<file path="config.mk">
export PLATFORM = sky130hd
export DESIGN_NAME = ips_patch_stream_parser
export DESIGN_NICKNAME = d
export VERILOG_FILES = /design/src/rtl/core/ips_pkg.sv /design/src/rtl/core/ips_in_reg.sv /design/src/rtl/core/ips_parse_core.sv /design/src/rtl/core/ips_out_reg.sv /design/src/rtl/core/ips_patch_stream_parser.sv
export SDC_FILE = /design/constraint.sdc
export NUM_CORES = 1
export LEC_CHECK = 0
export BUFFER_PORTS_ARGS = -buffer_cell sky130_fd_sc_hd__buf_2
export CORE_MARGIN = 3
export CORE_UTILIZATION = 31
export CTS_BUF_LIST = sky130_fd_sc_hd__clkbuf_8
export CTS_CLUSTER_SIZE = 8
export DETAILED_ROUTE_END_ITERATION = 8
export PLACE_DENSITY = 0.45
export SLEW_MARGIN = 30
export SYNTH_ARGS = -nofsm -noshare
export SYNTH_HDL_FRONTEND = slang
export SYNTH_SLANG_ARGS = --single-unit
</file>
<file path="constraint.sdc">
create_clock -name clk -period 16.2 [get_ports clk]
set_input_delay 4.05 -clock clk [delete_from_list [all_inputs] [get_ports clk]]
set_output_delay 4.05 -clock clk [all_outputs]
set_load 0.005 [all_outputs]
</file>
<file path="src/rtl/core/ips_pkg.sv">
// ----------------------------------------------------------------------------
// ips_pkg
// Shared types and constants for the IPS patch stream parser.
// ----------------------------------------------------------------------------
package ips_pkg;

    typedef enum logic [2:0] {
        PH_HEADER,
        PH_OFFSET,
        PH_LENGTH,
        PH_LITERAL,
        PH_RLE,
        PH_TRUNC,
        PH_DONE,
        PH_ERROR
    } phase_t;

    typedef enum logic [1:0] {
        EV_WRITE    = 2'd0,
        EV_TRUNCATE = 2'd1,
        EV_HDR_ERR  = 2'd2,
        EV_END      = 2'd3
    } event_t;

    localparam logic [23:0] EOF_MARK = 24'h454F46;
    localparam int unsigned HDR_LEN  = 5;
    localparam int unsigned OFS_LEN  = 3;
    localparam int unsigned LEN_LEN  = 2;

    typedef struct packed {
        logic        valid;
        event_t      ev;
        logic [23:0] addr;
        logic [15:0] count;
        logic [7:0]  fill;
    } result_t;

    // "PATCH"
    function automatic logic [7:0] hdr_char(input logic [2:0] idx);
        logic [7:0] c;
        begin
            unique case (idx)
                3'd0:    c = 8'h50;
                3'd1:    c = 8'h41;
                3'd2:    c = 8'h54;
                3'd3:    c = 8'h43;
                3'd4:    c = 8'h48;
                default: c = 8'h00;
            endcase
            return c;
        end
    endfunction

endpackage

</file>
<file path="src/rtl/core/ips_in_reg.sv">
// ----------------------------------------------------------------------------
// ips_in_reg
// Input register: holds one patch byte and its restart flag until the parser
// takes it.
// ----------------------------------------------------------------------------
module ips_in_reg
(
    input  logic       clk,
    input  logic       rst_n,
    input  logic       in_valid,
    output logic       in_ready,
    input  logic [7:0] in_byte,
    input  logic       in_restart,
    input  logic       take,
    output logic       held_valid,
    output logic [7:0] held_byte,
    output logic       held_restart
);

    logic       valid_reg;
    logic       valid_next;
    logic [7:0] byte_reg;
    logic       restart_reg;

    assign in_ready   = !valid_reg || take;
    assign valid_next = (in_valid && in_ready) || (valid_reg && !take);

    always_ff @(posedge clk or negedge rst_n)
    begin
        if (!rst_n)
        begin
            valid_reg <= 1'b0;
        end
        else
        begin
            valid_reg <= valid_next;
        end
    end

    always_ff @(posedge clk)
    begin
        if (in_valid && in_ready)
        begin
            byte_reg    <= in_byte;
            restart_reg <= in_restart;
        end
    end

    assign held_valid   = valid_reg;
    assign held_byte    = byte_reg;
    assign held_restart = restart_reg;

endmodule

</file>
<file path="src/rtl/core/ips_parse_core.sv">
// ----------------------------------------------------------------------------
// ips_parse_core
// Parser state and the per-byte update: header check, record fields, literal
// and RLE runs, end marker and truncate length.
// ----------------------------------------------------------------------------
module ips_parse_core
    import ips_pkg::*;
(
    input  logic       clk,
    input  logic       rst_n,
    input  logic       step,
    input  logic [7:0] byte_in,
    input  logic       restart,
    output result_t    result
);

    phase_t      phase_reg,  phase_next;
    logic [2:0]  idx_reg,    idx_next;
    logic [23:0] offset_reg, offset_next;
    logic [15:0] length_reg, length_next;
    logic [15:0] remain_reg, remain_next;
    logic [23:0] cursor_reg, cursor_next;

    phase_t      ph;
    logic [2:0]  idx;
    logic [23:0] ofs;
    logic [15:0] len;
    logic [15:0] rem;
    logic [23:0] cur;
    logic [23:0] ofs_shift;
    logic [15:0] len_shift;
    logic [15:0] rem_dec;

    always_comb
    begin
        // restart puts the state back to reset before this byte is taken
        ph  = restart ? PH_HEADER : phase_reg;
        idx = restart ? 3'd0  : idx_reg;
        ofs = restart ? 24'd0 : offset_reg;
        len = restart ? 16'd0 : length_reg;
        rem = restart ? 16'd0 : remain_reg;
        cur = restart ? 24'd0 : cursor_reg;

        ofs_shift = (idx == 3'd0) ? {16'd0, byte_in} : {ofs[15:0], byte_in};
        len_shift = (idx == 3'd0) ? {8'd0, byte_in}  : {len[7:0], byte_in};
        rem_dec   = (rem != 16'd0) ? rem - 16'd1 : rem;

        phase_next  = ph;
        idx_next    = idx;
        offset_next = ofs;
        length_next = len;
        remain_next = rem;
        cursor_next = cur;

        result       = '0;
        result.ev    = EV_WRITE;

        unique case (ph)
            PH_HEADER:
            begin
                if (byte_in != hdr_char(idx))
                begin
                    phase_next   = PH_ERROR;
                    idx_next     = 3'd0;
                    result.valid = 1'b1;
                    result.ev    = EV_HDR_ERR;
                end
                else if (idx == 3'(HDR_LEN - 1))
                begin
                    idx_next   = 3'd0;
                    phase_next = PH_OFFSET;
                end
                else
                begin
                    idx_next = idx + 3'd1;
                end
            end
            PH_OFFSET:
            begin
                offset_next = ofs_shift;
                if (idx == 3'(OFS_LEN - 1))
                begin
                    idx_next = 3'd0;
                    if (ofs_shift == EOF_MARK)
                    begin
                        phase_next   = PH_TRUNC;
                        result.valid = 1'b1;
                        result.ev    = EV_END;
                    end
                    else
                    begin
                        phase_next = PH_LENGTH;
                    end
                end
                else
                begin
                    idx_next = idx + 3'd1;
                end
            end
            PH_LENGTH:
            begin
                length_next = len_shift;
                if (idx == 3'(LEN_LEN - 1))
                begin
                    idx_next = 3'd0;
                    if (len_shift != 16'd0)
                    begin
                        remain_next = len_shift;
                        cursor_next = ofs;
                        phase_next  = PH_LITERAL;
                    end
                    else
                    begin
                        phase_next = PH_RLE;
                    end
                end
                else
                begin
                    idx_next = idx + 3'd1;
                end
            end
            PH_LITERAL:
            begin
                cursor_next = cur + 24'd1;
                remain_next = rem_dec;
                if (rem_dec == 16'd0)
                begin
                    phase_next = PH_OFFSET;
                end
                result.valid = 1'b1;
                result.ev    = EV_WRITE;
                result.addr  = cur;
                result.count = 16'd1;
                result.fill  = byte_in;
            end
            PH_RLE:
            begin
                if (idx < 3'(LEN_LEN))
                begin
                    length_next = len_shift;
                    idx_next    = idx + 3'd1;
                end
                else
                begin
                    idx_next   = 3'd0;
                    phase_next = PH_OFFSET;
                    if (len != 16'd0)
                    begin
                        result.valid = 1'b1;
                        result.ev    = EV_WRITE;
                        result.addr  = ofs;
                        result.count = len;
                        result.fill  = byte_in;
                    end
                end
            end
            PH_TRUNC:
            begin
                offset_next = ofs_shift;
                if (idx == 3'(OFS_LEN - 1))
                begin
                    idx_next     = 3'd0;
                    phase_next   = PH_DONE;
                    result.valid = 1'b1;
                    result.ev    = EV_TRUNCATE;
                    result.addr  = ofs_shift;
                end
                else
                begin
                    idx_next = idx + 3'd1;
                end
            end
            PH_DONE, PH_ERROR:
            begin
            end
            default:
            begin
            end
        endcase
    end

    always_ff @(posedge clk or negedge rst_n)
    begin
        if (!rst_n)
        begin
            phase_reg  <= PH_HEADER;
            idx_reg    <= 3'd0;
            offset_reg <= 24'd0;
            length_reg <= 16'd0;
            remain_reg <= 16'd0;
            cursor_reg <= 24'd0;
        end
        else if (step)
        begin
            phase_reg  <= phase_next;
            idx_reg    <= idx_next;
            offset_reg <= offset_next;
            length_reg <= length_next;
            remain_reg <= remain_next;
            cursor_reg <= cursor_next;
        end
    end

endmodule

</file>
<file path="src/rtl/core/ips_out_reg.sv">
// ----------------------------------------------------------------------------
// ips_out_reg
// Result register: holds one result item until the receiver takes it.
// ----------------------------------------------------------------------------
module ips_out_reg
    import ips_pkg::*;
(
    input  logic        clk,
    input  logic        rst_n,
    input  logic        load,
    input  result_t     res_in,
    output logic        full,
    output logic        m_tvalid,
    input  logic        m_tready,
    output logic [47:0] m_tdata,
    output logic [1:0]  m_tuser
);

    logic    valid_reg;
    logic    valid_next;
    result_t res_reg;

    assign valid_next = (load && res_in.valid) || (valid_reg && !m_tready);

    always_ff @(posedge clk or negedge rst_n)
    begin
        if (!rst_n)
        begin
            valid_reg <= 1'b0;
        end
        else
        begin
            valid_reg <= valid_next;
        end
    end

    always_ff @(posedge clk)
    begin
        if (load && res_in.valid)
        begin
            res_reg <= res_in;
        end
    end

    assign full     = valid_reg;
    assign m_tvalid = valid_reg;
    assign m_tdata  = {res_reg.fill, res_reg.count, res_reg.addr};
    assign m_tuser  = res_reg.ev;

endmodule

</file>
<file path="src/rtl/core/ips_patch_stream_parser.sv">
// ----------------------------------------------------------------------------
// ips_patch_stream_parser
// IPS patch parser: turns a patch byte stream into write, truncate, header
// error and end-of-records items.
// ----------------------------------------------------------------------------
// Slave channel: one patch byte per item in s_tdata, s_tuser set on the first
// byte of a new patch (it resets the parser before that byte is parsed).
// Master channel: one item per literal byte, RLE run, truncate, header
// error or end of records; m_tuser carries the kind, m_tdata address,
// count and fill byte. Bytes that produce nothing are consumed silently.
// Path: an accepted byte sits in the input register, and its result is
// then loaded into the result register, which drives m_tvalid.
// Throughput: one byte per cycle while m_tready is high or no result waits;
// the state update is one logic pass between input and result registers.
// Stall: while a result waits and m_tready is low, the input register holds
// one further byte and s_tready drops once it is occupied.
// Reset: the parser expects the first header byte; both registers empty.
// ----------------------------------------------------------------------------
module ips_patch_stream_parser
    import ips_pkg::*;
(
    input  logic        clk,
    input  logic        rst_n,
    input  logic        s_tvalid,
    output logic        s_tready,
    input  logic [7:0]  s_tdata,   // [7:0] patch_byte
    input  logic        s_tuser,   // [0] restart
    output logic        m_tvalid,
    input  logic        m_tready,
    output logic [47:0] m_tdata,   // [23:0] target_address, [39:24] run_count,
                                   // [47:40] fill_value
    output logic [1:0]  m_tuser    // [1:0] event_res
);

    logic       held_valid;
    logic [7:0] held_byte;
    logic       held_restart;
    logic       out_full;
    logic       step;
    result_t    result;

    assign step = held_valid && (!out_full || m_tready);

    ips_in_reg u_in_reg
    (
        .clk          (clk),
        .rst_n        (rst_n),
        .in_valid     (s_tvalid),
        .in_ready     (s_tready),
        .in_byte      (s_tdata),
        .in_restart   (s_tuser),
        .take         (step),
        .held_valid   (held_valid),
        .held_byte    (held_byte),
        .held_restart (held_restart)
    );

    ips_parse_core u_core
    (
        .clk     (clk),
        .rst_n   (rst_n),
        .step    (step),
        .byte_in (held_byte),
        .restart (held_restart),
        .result  (result)
    );

    ips_out_reg u_out_reg
    (
        .clk      (clk),
        .rst_n    (rst_n),
        .load     (step),
        .res_in   (result),
        .full     (out_full),
        .m_tvalid (m_tvalid),
        .m_tready (m_tready),
        .m_tdata  (m_tdata),
        .m_tuser  (m_tuser)
    );

endmodule
</file>
==> flow_metrics.py <==
metrics = {
    "timing": {
        "max_freq_mhz": 118,
        "setup_tns_ps": 0,
        "finalHoldViolCount": 0,
        "rsz0062_at_grt": "no",
        "setup_viol": 0,
        "max_slew.worst_pin.slew_ps": 984,
        "fin_skew_ps": 13.1,
        "drv_slew": 0,
        "period_needed_ps": 8510,
        "slew_headroom_pct": 34.4,
        "fin_crit_sh_pct": 52.5,
    },
    "final_layout": {
        "antenna_cells": 0,
        "fin_nets": 894,
        "nFillCells": 2597,
        "drive_gt1_share_pct": 15.9,
        "largest_register_ffs": 48,
        "stdcell_count": 1218,
        "multi_input_area_um2": 3740,
        "final-seq-area_um2": 3970,
        "area_growth_pct": 12.6,
    },
    "synth": {
        "synth-async-reset-ratio_pct": 59.9,
        "ys_seq_area_share_pct": 49.4,
        "yosysTopAreaCell": "dfrtp_1",
        "synth_area_leaders": "dfrtp_1, edfxtp_1, nand2_1",
        "yosysMostFrequentCell": "nand2_1",
        "ys_warn_count": 0,
        "ys_types": 79,
        "syn-num-nets": 856,
        "ys_seq_elements": 147,
        "netlist_top_cells_count": "nand2_1, dfrtp_1, o21ai_0, edfxtp_1, nor2_1",
        "postSynthCellCount": 837,
        "synth_area_um2": 8040,
        "synth-main-ff-cell": "dfrtp_1",
        "netlist.area_leader.share_pct": 27.4,
        "synth_edf_count": 59,
        "avgSynthCellArea_um2": 9.61,
    },
    "route": {
        "vias": 7118,
        "finalWirelength_mm": 28.4,
        "drt_iter0_drc": 751,
        "viasPerCell": 5.84,
        "wire_per_inst_um": 23.3,
        "ant_nets": 0,
        "firstDrtPassIters": 5,
        "drc_errors": 0,
    },
    "clocking": {
        "clock_sinks": 147,
        "cts_buffer_depth": 2,
        "clock-root-buffer": "clkbuf_8",
        "clock_latency_ps": 470,
        "ctsResizeCount": 0,
        "post-cts-setup-buffers": 0,
        "cts_tree": "yes",
        "path_clk_slew_ps": 90,
        "cts_buffers": 17,
        "htreeDepth": 4,
        "hold_buffers": 0,
    },
    "power": {
        "pwr_density_cell_nw_per_um2": 128,
        "switching_share_pct": 40.6,
        "clkPwrFrac_pct": 25.9,
        "p_sw_uw": 470,
        "internal_power_uw": 687,
        "p_leak_uw": 0.00361,
        "p_comb_share_pct": 29.0,
        "peakVddDrop_v": 0.0000525,
        "p_seq_share_pct": 45.0,
    },
    "worst_setup_path": {
        "cp.arrival_ps": 4460,
        "worstSetupEndpointType": "output port",
        "crit_required_ps": 12150,
        "crit_type": "in -> out",
        "startpoint_type": "input pin",
        "cp_max_fo": 3,
    },
    "place": {
        "dp.final_hpwl_mm": 18.1,
        "dpl.cell_count": 1186,
        "port_buffers": 64,
        "gp_congestion": 0.872,
    },
    "grt": {
        "grt_usage_pct": 20.3,
        "grt_pass1_vias": 6851,
        "grt_pass1_wl_mm": 43.6,
        "grt_antenna_before_repair": 1,
        "grt_max_degree": 61,
        "grt_overflow_total": 0,
    },
    "floorplanning": {
        "row_count": 58,
        "initial_utilization_pct": 31.8,
        "num_io_pins": 65,
        "die_x_um": 167,
        "core_area_um2": 25300,
        "dieArea_um2": 27900,
        "die_h_um": 167,
    },
    "run": {
        "max-cap-violations": 0,
    },
    "outcome": {
        "status": "finished, final reports clean",
    },
    "worst_hold_path": {
        "hold_path.class": "reg -> reg",
    },
}
==> placed cells by master, fill, tap and decap left out, types with 9 or more instances in the layout <==
| cell type | Yosys | final |
|---|---|---|
| nand2_1 | 97 | 96 |
| nor2_1 | 54 | 52 |
| o21ai_0 | 62 | 62 |
| o21ai_1 | 19 | 18 |
| nand4_1 | 14 | 14 |
| nand2b_1 | 10 | 10 |
| a222oi_1 | 12 | 12 |
| a221o_1 | 9 | 9 |
| inv_1 | 28 | 28 |
| and2_1 | 20 | 20 |
| a22o_1 | 17 | 17 |
| dfrtp_1 | 88 | 88 |
| a31oi_1 | 16 | 15 |
| and3_1 | 16 | 16 |
| a21oi_1 | 44 | 44 |
| nor3_1 | 18 | 17 |
| buf_4 | 1 | 15 |
| nor4_1 | 13 | 13 |
| a22oi_1 | 34 | 34 |
| nand3_1 | 20 | 20 |
| clkbuf_8 | 0 | 17 |
| buf_2 | 21 | 63 |
| edfxtp_1 | 59 | 59 |
==> per-stage QoR <==
step                setup slack, ps  hold slack (ps)  area [um^2]  total power [uW]  utilization, %
floorplan                      7950              485         8040               726               -
global placement               7700              510         8640               860            34.1
detailed placement             7690              517         8660               858            34.2
CTS                            7690              541         9050              1160            35.7
global route                   7660              573         9060              1220            35.8
finish                         7690              536         9060              1160            35.8
==> logic make-up (layout without fill, tap and decap cells) <==
logic type	count (synthesis)	after routing	synth area share, %
buffers and inverters	88	139	4.59
XOR/XNOR	4	4	0.436
adder cells (fa/ha/maj)	6	6	0.934
AO/OA/AOI/OAI	281	281	24.1
AND/OR/NAND/NOR	309	309	20.3
multiplexers	2	2	0.249
flip-flops	147	147	49.4
==> area by class of cell <==
class                      instances  area share, %
multi-input combinational        602           41.2
sequential                       147           43.9
clock buffer                      17           2.58
tap                              330           4.56
timing repair buffer              78           4.72
inverter                          29           1.20
clock inverter                    15           1.81
==> path summary, 6_finish.rpt <==
path | startpoint | to | slack, ps | cells after the start
worst max-delay path | m_tready | s_tready | 7690 | 4
min in group asynchronous | rst_n | u_core.offset_reg[19] | 3580 | 1
max in group asynchronous | rst_n | u_core.idx_reg[0] | 11520 | 2
worst min register to register | u_out_reg.full | u_out_reg.full | 540 | 1
worst min-delay path | u_out_reg.full | u_out_reg.full | 540 | 1
worst max register to register | u_in_reg.held_restart | u_out_reg.m_tdata[13] | 11940 | 12
==> power by group through the flow <==
| stage | combinational [uW] | sequential, uW | clock [uW] |
|---|---|---|---|
| final | 336 | 521 | 300 |
| after global routing | 369 | 528 | 325 |
| after CTS | 335 | 519 | 308 |
| after detailed placement | 333 | 526 | 0 |
| after global placement | 333 | 527 | 0 |
| after floorplan | 231 | 495 | 0 |
==> routing by layer <==
metal	global-route usage, %	up-vias	part of all wire, %
met5	0	-	0
met4	6.71	0	2.2
met3	2.44	33	5.8
met2	29.6	254	43
met1	31.0	3567	49
li1	-	3264	-
==> worst max-delay path, cell delays in order <==
cell     delay, ps
buf_2          100
inv_1           60
nand3_1        100
buf_2          150
(Power assumes the default switching activity.)
